<file path="config.mk">
export PLATFORM = sky130hd
export DESIGN_NAME = mwdr_div
export DESIGN_NICKNAME = d
export VERILOG_FILES = /design/src/assert_macros.svh /design/src/mwdr_pkg.sv /design/src/mwdr_div.sv
export SDC_FILE = /design/constraint.sdc
export NUM_CORES = 1
export LEC_CHECK = 0
export ABC_AREA = 1
export BUFFER_PORTS_ARGS = -buffer_cell sky130_fd_sc_hd__buf_4
export CAP_MARGIN = 20
export CORE_MARGIN = 3
export CORE_UTILIZATION = 40
export DETAILED_ROUTE_END_ITERATION = 10
export PLACE_DENSITY = 0.65
export SETUP_SLACK_MARGIN = 0.15
export SYNTH_ARGS = -nofsm -noshare
export SYNTH_HDL_FRONTEND = slang
export SYNTH_SLANG_ARGS = --single-unit
export TNS_END_PERCENT = 50
</file>
<file path="constraint.sdc">
create_clock -name clk_i -period 2.1 [get_ports clk_i]
set_input_delay 0.42 -clock clk_i [delete_from_list [all_inputs] [get_ports clk_i]]
set_output_delay 0.42 -clock clk_i [all_outputs]
set_load 0.05 [all_outputs]
</file>
<file path="src/assert_macros.svh">
// Concurrent assertion helpers, compiled out when SYNTH is defined.
`ifndef ASSERT_MACROS_SVH
`define ASSERT_MACROS_SVH
`ifndef SYNTH
// Check that cons holds in the same cycle as ante.
`define ASSERT_IMPLY(lbl, clk, rstn, ante, cons) \
  lbl: assert property (@(posedge clk) disable iff (!rstn) (ante) |-> (cons)) \
    else $error("assertion failed: same-cycle implication");
// Check that cons holds in the cycle after ante.
`define ASSERT_NEXT(lbl, clk, rstn, ante, cons) \
  lbl: assert property (@(posedge clk) disable iff (!rstn) (ante) |=> (cons)) \
    else $error("assertion failed: next-cycle implication");
`else
`define ASSERT_IMPLY(lbl, clk, rstn, ante, cons)
`define ASSERT_NEXT(lbl, clk, rstn, ante, cons)
`endif
`endif

</file>
<file path="src/mwdr_pkg.sv">
`default_nettype none
package mwdr_pkg;

  // Signed working width of the small arithmetic (averages, schedule, factor).
  localparam int DW         = 40;
  localparam int HIST_DEPTH = 17;
  localparam int SCALE      = 10000;
  localparam int BIG_W      = 256;

  localparam logic [2:0] MODE_NONE      = 3'd0;
  localparam logic [2:0] MODE_EMERG_UP  = 3'd1;
  localparam logic [2:0] MODE_EMERG_DN  = 3'd2;
  localparam logic [2:0] MODE_UP        = 3'd3;
  localparam logic [2:0] MODE_DN        = 3'd4;

  localparam logic [1:0] REG_SPACING  = 2'd0;
  localparam logic [1:0] REG_INTERVAL = 2'd1;
  localparam logic [1:0] REG_LIMIT    = 2'd2;
  localparam logic [1:0] REG_GENESIS  = 2'd3;

  typedef struct packed {
    logic                 start;
    logic signed [DW-1:0] dividend;
    logic        [DW-1:0] divisor;
  } div_req_t;

  typedef struct packed {
    logic                 done;
    logic signed [DW-1:0] quot;
  } div_rsp_t;

endpackage
`default_nettype wire

</file>
<file path="src/mwdr_div.sv">
`default_nettype none
// Bit-serial signed divider, quotient truncated toward zero. Divisor must be positive.
module mwdr_div import mwdr_pkg::*; (
  input  wire logic     clk_i,
  input  wire logic     rst_ni,
  input  wire div_req_t req_i,
  output div_rsp_t      rsp_o
);

  localparam int CW = $clog2(DW + 1);

  logic          busy_q, done_q, neg_q;
  logic [CW-1:0] cnt_q;
  logic [DW-1:0] quo_q, rem_q, dsr_q;
  logic [DW-1:0] mag;
  logic [DW:0]   trial, diff;
  logic          ge;

  always_comb begin
    mag   = req_i.dividend[DW-1] ? DW'(-req_i.dividend) : DW'(req_i.dividend);
    trial = {rem_q, quo_q[DW-1]};
    diff  = trial - {1'b0, dsr_q};
    ge    = trial >= {1'b0, dsr_q};
  end

  always_ff @(posedge clk_i or negedge rst_ni) begin
    if (!rst_ni) begin
      busy_q <= 1'b0;
      done_q <= 1'b0;
      cnt_q  <= '0;
    end else begin
      done_q <= busy_q && (cnt_q == CW'(1));
      if (req_i.start) begin
        busy_q <= 1'b1;
        cnt_q  <= CW'(DW);
      end else if (busy_q) begin
        cnt_q <= cnt_q - CW'(1);
        if (cnt_q == CW'(1)) begin
          busy_q <= 1'b0;
        end
      end
    end
  end

  always_ff @(posedge clk_i) begin
    if (req_i.start) begin
      quo_q <= mag;
      rem_q <= '0;
      dsr_q <= req_i.divisor;
      neg_q <= req_i.dividend[DW-1];
    end else if (busy_q) begin
      rem_q <= ge ? diff[DW-1:0] : trial[DW-1:0];
      quo_q <= {quo_q[DW-2:0], ge};
    end
  end

  assign rsp_o.done = done_q;
  assign rsp_o.quot = neg_q ? -$signed(quo_q) : $signed(quo_q);

endmodule
`default_nettype wire

</file>
======== After elaboration in Yosys (flattened, before gate mapping) ========
Cells that the tools add are included.
storage, ports and cells
  logic and storage cells ................. 25
  output and inout bits ................... 41
  flip-flop bits (word level) ............. 129
  input port bits ......................... 83
operators by class
  equality and inequality tests ........... 1
  add/subtract/negate cells ............... 4
  muxes and demuxes ....................... 10
  reduce and logical (&&, ||, !) cells .... 2
  magnitude comparators ................... 1
operator list
  cell                                                                count
  40-bit two-way mux                                                  5
  40-bit negator                                                      2
  41-bit by 40-bit greater-or-equal comparator with 1-bit output      1
  40-bit subtractor                                                   1
  6-bit two-way mux                                                   2
  6-bit by 1-bit == test with 1-bit output, second input constant     1
  6-bit by 1-bit subtractor with 6-bit output, second input constant  1
  1-bit two-way mux                                                   3
  2-bit nonzero test                                                  1
  1-bit logical AND                                                   1

======== Longest topological paths before layout ========
Gate-level depths: netlist (run 1).
  depth in word-level cells ............... 4
  depth in mapped cells ................... 17
  mapped depth without buffers ............ 17

======== Least setup slack after synthesis (run 1) ========
Ideal clock, no wire load.
  path kind ............................... flip-flop to output port
  start ................................... reg quo_q[0]
  end ..................................... out rsp_o[24] in the netlist's numbering
  cell stages (with the launch flop) ...... 11
  arrival time ............................ 2281 ps
  path buffers ............................ 0
  data required time ...................... 1680 ps
  path slack .............................. -601 ps
  cells stage by stage .................... edfxtp_1 > inv_1 > ha_1 > nand3_1 > nor2_2 > nand2_1 > o21ai_2 > nand2_2 > a21oi_4 > o21ai_1 > xor2_1
RTL lines
  element                   RTL line        text
  start: declaration        mwdr_div.sv:14  logic [DW-1:0] quo_q, rem_q, dsr_q;
  start signal: assignment  mwdr_div.sv:47  quo_q <= mag;
  start signal: assignment  mwdr_div.sv:53  quo_q <= {quo_q[DW-2:0], ge};
  end: declaration          mwdr_div.sv:7   output div_rsp_t rsp_o

==> flow_summary_export.csv, run 1 <==
group,metric,value,unit
worst_hold_path,hold_path.class,"input port to register",
floorplanning,rows,59,
floorplanning,chipHeight,171,um
cts,source_to_sink_clock_delay_at_the_later_pin_of_the_worst_skew_pair,0.43,ns
setup_path,crit_required,1.68,ns
drt,routed-via-count,12600,
setup_path,critical_path.startpoint_type,"register",
timing,fin_skew,0.0161,ns
cts,path_clk_slew,0.07,ns
flow_run,max_cap_viol_count,0,
setup_path,worstPathMaxFanout,4,
synth,ys_ff_latch,129,
worst_hold_path,min_path_cells,1,
setup_path,worst-r2r-cell-count,18,
synth,share_of_synthesized_registers_carrying_an_async_set_or_reset,6.20,%
global_routing,grt_pass1_wl,61.5,mm
cts,cts.path.max_buffers,2,
synth,post_synth_instance_area,10900,um^2
worst_hold_path,worstHoldEndpoint,"dsr_q[21]",
floorplanning,top_level_ports,124,
global_routing,maximum_number_of_pins_on_one_net_before_global_route_repair,46,
worst_hold_path,worst_hold_startpoint,"req_i[21]",
drt,route.detailed.drc,0,
synth,synth-seq-area-share,31.6,%
global_routing,grt_overflow,0,
placement,portBuffers,123,
layout,antenna_cells,0,
global_routing,grt_usage,26.5,%
global_routing,via_count_of_the_first_global_routing_pass,12200,
setup_path,worst_r2r_startpoint,"quo_q[29]",
drt,vias_per_cell,5.08,
global_routing,antenna_violations_before_repair,0,
synth,syn-instance-count,1693,
pwr,power.total,17.7,mW
timing,timing.final.max_slew_violations,0,
pwr,ir_drop_worst_vdd,662,uV
timing,finalCritPeriodShare,139,%
timing,holdWs,0.162,ns
layout,multi_input_comb_area,8050,um^2
setup_path,setup.reg_to_reg.worst_slack,-0.33,ns
setup_path,path_common_cell,"sky130_fd_sc_hd__nand2_2",
setup_path,cp_slowest_cell,"sky130_fd_sc_hd__edfxtp_1",
timing,maxClockFrequency,343,MHz
synth,syn_area_per_cell,6.42,um^2
layout,flow.area_growth_from_synthesis,62.5,%
synth,synth_top_flop_cell,"sky130_fd_sc_hd__edfxtp_1",
cts,tritoncts.num_buffers,17,
setup_path,worstPathCellList,"inv_2, buf_6, ha_4, nand3_4, nor2_4, nand2_2, o21ai_4, nand2_2, a21oi_4, buf_12, a21o_1, nand2_2, buf_8",
setup_path,path_class,"register to primary output",
setup_path,critical_path_arrival,2.49,ns
run_status,outcome,"complete, but fails checks",
layout,drive_gt1_share,37.9,%
layout,layout_commonest_cell,"sky130_fd_sc_hd__nand2_1",
pwr,static-leakage-power,8.69,nW
layout,fillers,2096,
floorplanning,initial_core_util,41.2,%
setup_path,endpoint_kind,"primary output",
floorplanning,dieWidth,171,um
drt,drt_first_iter_violations,990,
timing,setup_total_negative_slack,-23.49,ns
cts,cts_num_sinks,129,
timing,setup_violations,80,
timing,max_slew.worst_pin.slew,0.528,ns
drt,antenna_violation_net_count_after_detailed_routing,0,
layout,layout.area.seq,3430,um^2
timing,hold_violations,0,
pwr,power.density,1000,nW/um^2
layout,final_cell_mix,"sky130_fd_sc_hd__nand2_1, sky130_fd_sc_hd__buf_4, sky130_fd_sc_hd__inv_1, sky130_fd_sc_hd__nor2_1, sky130_fd_sc_hd__nand3_1",
cts,tritoncts,"yes",
layout,fin_nets,2259,
drt,drt-total-wl,40.5,mm
floorplanning,floorplan.core_area,26400,um^2
setup_path,endpoint_of_the_worst_register_to_register_path,"quo_q[30]",
timing,final.min_clock_period,2.91,ns
placement,post-place-ws,-0.319,ns
timing,max-slew-margin-rel,64.5,%
timing,rsz_0062_raised_after_global_routing,"yes",
setup_path,cp_slowest_stage_delay,0.43,ns
setup_path,crit_family,"buffers and inverters",
cts,h-tree-depth,4,
cts,clock_tree_root_driver_cell,"sky130_fd_sc_hd__clkbuf_16",
drt,detail_route.wl_per_cell,16.3,um
setup_path,worst_path_bufs_invs,4,
synth,ys_types,48,
drt,drt_pass1_iterations,6,
placement,final_weighted_congestion_of_routability_driven_global_placement,0.994,
timing,final.setup.worst_slack,-0.812,ns
run_status,violated_checks,"negative setup slack",
synth,syn_nets,1821,
synth,yosysWarnings,0,
placement,dp.final_hpwl,28.8,mm
floorplanning,die_area,29200,um^2
synth,synth_enable_flop_cells,81,
==> cells in the mapped netlist (all sizes together), types with 22 or more instances <==
master / number / area, um^2
nor2: 180 / 713
nand3: 149 / 766
nand2: 551 / 2090
ha: 44 / 551
edfxtp: 81 / 2430
inv: 305 / 1140
dfxtp: 40 / 801
a21oi: 38 / 205
xor2: 46 / 403
nand3b: 22 / 165
xnor2: 32 / 280
o21ai: 88 / 459
==> sequential cells by signal, summed over array words and instances (netlist names) <==
signal / flops
busy_q: 1
done_q: 1
neg_q: 1
cnt_q: 6
rem_q: 40
dsr_q: 40
quo_q: 40
==> worst reg2reg max path, cell delays in order, from the launching register on <==
cell and delay, ns:
sky130_fd_sc_hd__edfxtp_1 0.43, sky130_fd_sc_hd__inv_2 0.08, sky130_fd_sc_hd__buf_6 0.12, sky130_fd_sc_hd__buf_6 0.10
sky130_fd_sc_hd__buf_6 0.10, sky130_fd_sc_hd__buf_6 0.10, sky130_fd_sc_hd__buf_6 0.10, sky130_fd_sc_hd__buf_6 0.10
sky130_fd_sc_hd__buf_6 0.11, sky130_fd_sc_hd__buf_6 0.10, sky130_fd_sc_hd__buf_6 0.10, sky130_fd_sc_hd__buf_6 0.10
sky130_fd_sc_hd__buf_6 0.10, sky130_fd_sc_hd__buf_6 0.11, sky130_fd_sc_hd__buf_6 0.11, sky130_fd_sc_hd__buf_6 0.10
sky130_fd_sc_hd__buf_6 0.10, sky130_fd_sc_hd__buf_6 0.10, sky130_fd_sc_hd__o21ai_1 0.10
==> metrics by stage <==
stage / instances / cell area [um^2] / util (%)
6_report: 2479 / 17700 / 66.9
5_1_grt: 2479 / 17700 / 66.9
4_1_cts: 2452 / 16800 / 63.5
3_5_place_dp: 2369 / 14500 / 54.9
3_3_place_gp: 2369 / 14500 / 54.9
2_1_floorplan: 1693 / 11400 / -
==> where the power goes <==
part | internal (mW) | switching, mW
Combinational | 5.13 | 5.87
Clock | 1.77 | 1.36
Sequential | 3.17 | 0.419
==> worst max-delay path by stage <==
stage	end	depth (start not counted)	start	slack (ns)
after global placement	rsp_o[37]	12	quo_q[1]	-0.29
after CTS	rsp_o[27]	12	quo_q[1]	-0.71
after floorplan	rsp_o[24]	10	quo_q[1]	-0.25
final	rsp_o[26]	13	quo_q[1]	-0.81
after detailed placement	rsp_o[37]	12	quo_q[1]	-0.32
after global routing	rsp_o[26]	13	quo_q[1]	-0.87
==> cell families (layout without fill, tap and decap cells) <==
group	count (synthesis)	in the layout	share of synthesized area, %
compound gates	143	143	7.26
xor+xnor	78	78	6.28
fa+ha+maj	45	45	5.25
buf+inv	345	796	12.5
flops	129	129	31.6
simple gates	953	953	37.2
==> layout make-up <==
class	instances	share of cell area [%]
Tap cell	335	2.37
Clock inverter	14	0.892
Clock buffer	18	2.55
Timing Repair Buffer	459	22.8
Sequential cell	129	19.4
Multi-Input combinational cell	1219	45.5
Inverter	305	6.49
==> what timing repair did <==
action                                  4_1_cts  5_1_grt
pin swaps                                    83       80
buffers inserted                             47       24
endpoints found under the setup margin       80       83
gates resized for setup                     252      163
gates cloned                                  3        3
hold buffers                                  1        0
endpoints found under the hold margin         8        0
==> per-layer routing <==
layer / global-route usage, % / part of all wire (%)
met1: 34.4 / 42
met2: 46.5 / 49
met3: 3.05 / 5.5
met4: 7.70 / 3.0
met5: 0 / 0
Power figures use the tool's default switching activity.
==> inputs of run 2 (changes only) <==
--- a/config.mk
+++ b/config.mk
@@ -8,7 +8,7 @@
 export ABC_AREA = 1
 export BUFFER_PORTS_ARGS = -buffer_cell sky130_fd_sc_hd__buf_4
 export CAP_MARGIN = 20
-export CORE_MARGIN = 3
+export CORE_MARGIN = 4
 export CORE_UTILIZATION = 40
 export DETAILED_ROUTE_END_ITERATION = 10
 export PLACE_DENSITY = 0.65
==> run 2 against run 1 <==
The run still ends with negative setup slack left. Largest cell class unchanged. Cell count grew 1.1%. Wire length shrank 0.86%. Flip-flop and latch count is the same. Total power shrank 0.34%.
==> flow_summary_export.csv, run 2 (synthesis gave the netlist of run 1 again) <==
group,metric,value,unit
run_status,outcome,"complete, but fails checks",
run_status,violated_checks,"negative setup slack",
cts,h-tree-depth,4,
drt,detail_route.wl_per_cell,16.0,um
drt,routed-via-count,12500,
setup_path,setup.reg_to_reg.worst_slack,-0.12,ns
timing,rsz_0062_raised_after_global_routing,"yes",
placement,postPlaceCellArea,14700,um^2
setup_path,path_class,"register to primary output",
global_routing,grt_usage,25.7,%
timing,setup_violations,78,
global_routing,maximum_number_of_pins_on_one_net_before_global_route_repair,81,
timing,max-slew-margin-rel,64.8,%
layout,layout_commonest_cell,"sky130_fd_sc_hd__nand2_1",
placement,dp.final_hpwl,29.3,mm
setup_path,endpoint_kind,"primary output",
global_routing,antenna_violations_before_repair,0,
drt,antenna_violation_net_count_after_detailed_routing,0,
global_routing,via_count_of_the_first_global_routing_pass,12400,
setup_path,worst_setup_path_endpoint,"rsp_o[37]",
setup_path,worst_path_bufs_invs,3,
setup_path,crit_required,1.68,ns
drt,drt_pass1_iterations,5,
timing,hold_violations,0,
timing,final.min_clock_period,2.83,ns
floorplanning,initial_core_util,40.5,%
timing,maxClockFrequency,354,MHz
layout,fin_nets,2280,
layout,antenna_cells,0,
setup_path,worstPathCellList,"inv_2, nand3_2, nor2_2, nand3_2, nor2_2, buf_6, nand2_2, nor3_4, nand2_1, nand2_2, xor2_4, buf_6",
floorplanning,floorplan.core_area,26900,um^2
floorplanning,die_area,29900,um^2
worst_hold_path,hold_path.class,"input port to register",
layout,drive_gt1_share,38.9,%
cts,cts.path.max_buffers,2,
cts,tritoncts,"yes",
timing,fin_skew,0.00887,ns
setup_path,cp_slowest_stage_delay,0.41,ns
setup_path,worst_r2r_startpoint,"dsr_q[21]",
drt,drt-total-wl,40.2,mm
layout,fin_area,17700,um^2
setup_path,critical_path_depth,12,
cts,clock_tree_root_driver_cell,"sky130_fd_sc_hd__clkbuf_16",
layout,layout_top_registers,"dsr_q x40, quo_q x40, rem_q x40",
global_routing,grt_overflow,0,
cts,path_clk_slew,0.06,ns
cts,tritoncts.num_buffers,17,
layout,fillers,2264,
timing,max_slew.worst_pin.slew,0.524,ns
flow_run,max_cap_viol_count,0,
layout,flow.area_growth_from_synthesis,62.5,%
setup_path,worst-r2r-cell-count,16,
layout,layoutNonFillerInstCount,2506,
cts,source_to_sink_clock_delay_at_the_later_pin_of_the_worst_skew_pair,0.42,ns
floorplanning,chipHeight,173,um
setup_path,critical_path_arrival,2.41,ns
global_routing,grt_pass1_wl,62.7,mm
pwr,power.density,999,nW/um^2
setup_path,worstPathMaxFanout,5,
drt,drt_first_iter_violations,749,
placement,final_weighted_congestion_of_routability_driven_global_placement,0.963,
placement,portBuffers,123,
setup_path,critical_path.startpoint_type,"register",
floorplanning,top_level_ports,124,
timing,timing.final.max_slew_violations,0,
pwr,ir_drop_worst_vdd,624,uV
placement,place.detailed.instances,2402,
drt,route.detailed.drc,0,
pwr,static-leakage-power,8.73,nW
layout,final_cell_mix,"sky130_fd_sc_hd__nand2_1, sky130_fd_sc_hd__buf_4, sky130_fd_sc_hd__inv_1, sky130_fd_sc_hd__nor2_1, sky130_fd_sc_hd__nand3_1",
floorplanning,dieWidth,173,um
timing,final.setup.worst_slack,-0.727,ns
cts,cts_num_sinks,129,
setup_path,cp_slowest_cell,"sky130_fd_sc_hd__edfxtp_1",
timing,finalCritPeriodShare,135,%
setup_path,setup.worst_path.start,"quo_q[1]",
setup_path,endpoint_of_the_worst_register_to_register_path,"rem_q[1]",
floorplanning,rows,60,
drt,vias_per_cell,4.97,
setup_path,crit_family,"simple AND/OR/NAND/NOR gates",
## run 2: power by group
| part | total (mW) | internal [mW] | switching [mW] |
|---|---|---|---|
| combinational | 11.1 | 5.20 | 5.86 |
| clock | 3.03 | 1.77 | 1.26 |
| sequential | 3.58 | 3.18 | 0.405 |
## run 2: through the flow
| stage | worst slack, ns | hold WS [ns] | total power [mW] | setup TNS, ns | utilization, % |
|---|---|---|---|---|---|
| 2_1_floorplan | -0.249 | 0.124 | 8.49 | -2.80 | - |
| 3_3_place_gp | -0.435 | 0.246 | 11.9 | -9.51 | 54.8 |
| 3_5_place_dp | -0.444 | 0.248 | 12.0 | -11.81 | 54.8 |
| 4_1_cts | -0.662 | 0.152 | 16.5 | -18.98 | 62.7 |
| 5_1_grt | -0.873 | 0.146 | 18.8 | -32.07 | 65.8 |
| 6_report | -0.727 | 0.167 | 17.7 | -24.16 | 65.8 |
## run 2: how the worst min path moves through the flow
stage	startpoint	end	slack (ns)	depth (start not counted)
floorplan	rst_ni	busy_q	0.12	0
global placement	rst_ni	cnt_q[5]	0.25	1
detailed placement	rst_ni	cnt_q[5]	0.25	1
CTS	req_i[19]	dsr_q[19]	0.15	1
global route	req_i[19]	dsr_q[19]	0.15	1
finish	req_i[11]	dsr_q[11]	0.17	1
## run 2: final cells by class
class                   instances  area, um^2  share of cell area [%]
clock inverters                14         154                   0.871
well taps                     341         427                    2.41
repair buffers                480        4090                    23.1
multi-input cells            1219        8000                    45.3
flip-flops and latches        129        3430                    19.4
clock buffers                  18         429                    2.43
inverters                     305        1150                    6.49
## run 2: worst register-to-register path: stages, from the launching register on
cell and delay, ns:
sky130_fd_sc_hd__edfxtp_1 0.40, sky130_fd_sc_hd__inv_2 0.07, sky130_fd_sc_hd__ha_4 0.31, sky130_fd_sc_hd__nand2_4 0.07, sky130_fd_sc_hd__nor2_4 0.14, sky130_fd_sc_hd__nand2_4 0.08, sky130_fd_sc_hd__nor2_4 0.13, sky130_fd_sc_hd__nand3b_1 0.10
sky130_fd_sc_hd__nand2_2 0.09, sky130_fd_sc_hd__nor2_4 0.05, sky130_fd_sc_hd__buf_12 0.13, sky130_fd_sc_hd__nand2_8 0.12, sky130_fd_sc_hd__buf_12 0.12, sky130_fd_sc_hd__buf_16 0.11, sky130_fd_sc_hd__nand2_1 0.05, sky130_fd_sc_hd__nand3_1 0.06
sky130_fd_sc_hd__o21ai_1 0.06
## run 2: timing repair
item / in CTS / in global routing
pin swaps: 88 / 87
cloned: 3 / 1
buffers inserted: 42 / 25
resized for setup: 240 / 153
hold buffers: 1 / 0
hold endpoints to repair: 8 / 0
endpoints found under the setup margin: 81 / 84
## run 2: layer usage
metal / routed length (um) / up-vias / track usage [%] / share of wire (%)
met2: 20200 / 387 / 45.9 / 50
met5: 0 / - / 0 / 0
met4: 1170 / 0 / 8.31 / 2.9
li1: - / 6196 / - / -
met1: 16900 / 5796 / 32.5 / 42
met3: 1940 / 81 / 3.10 / 4.8
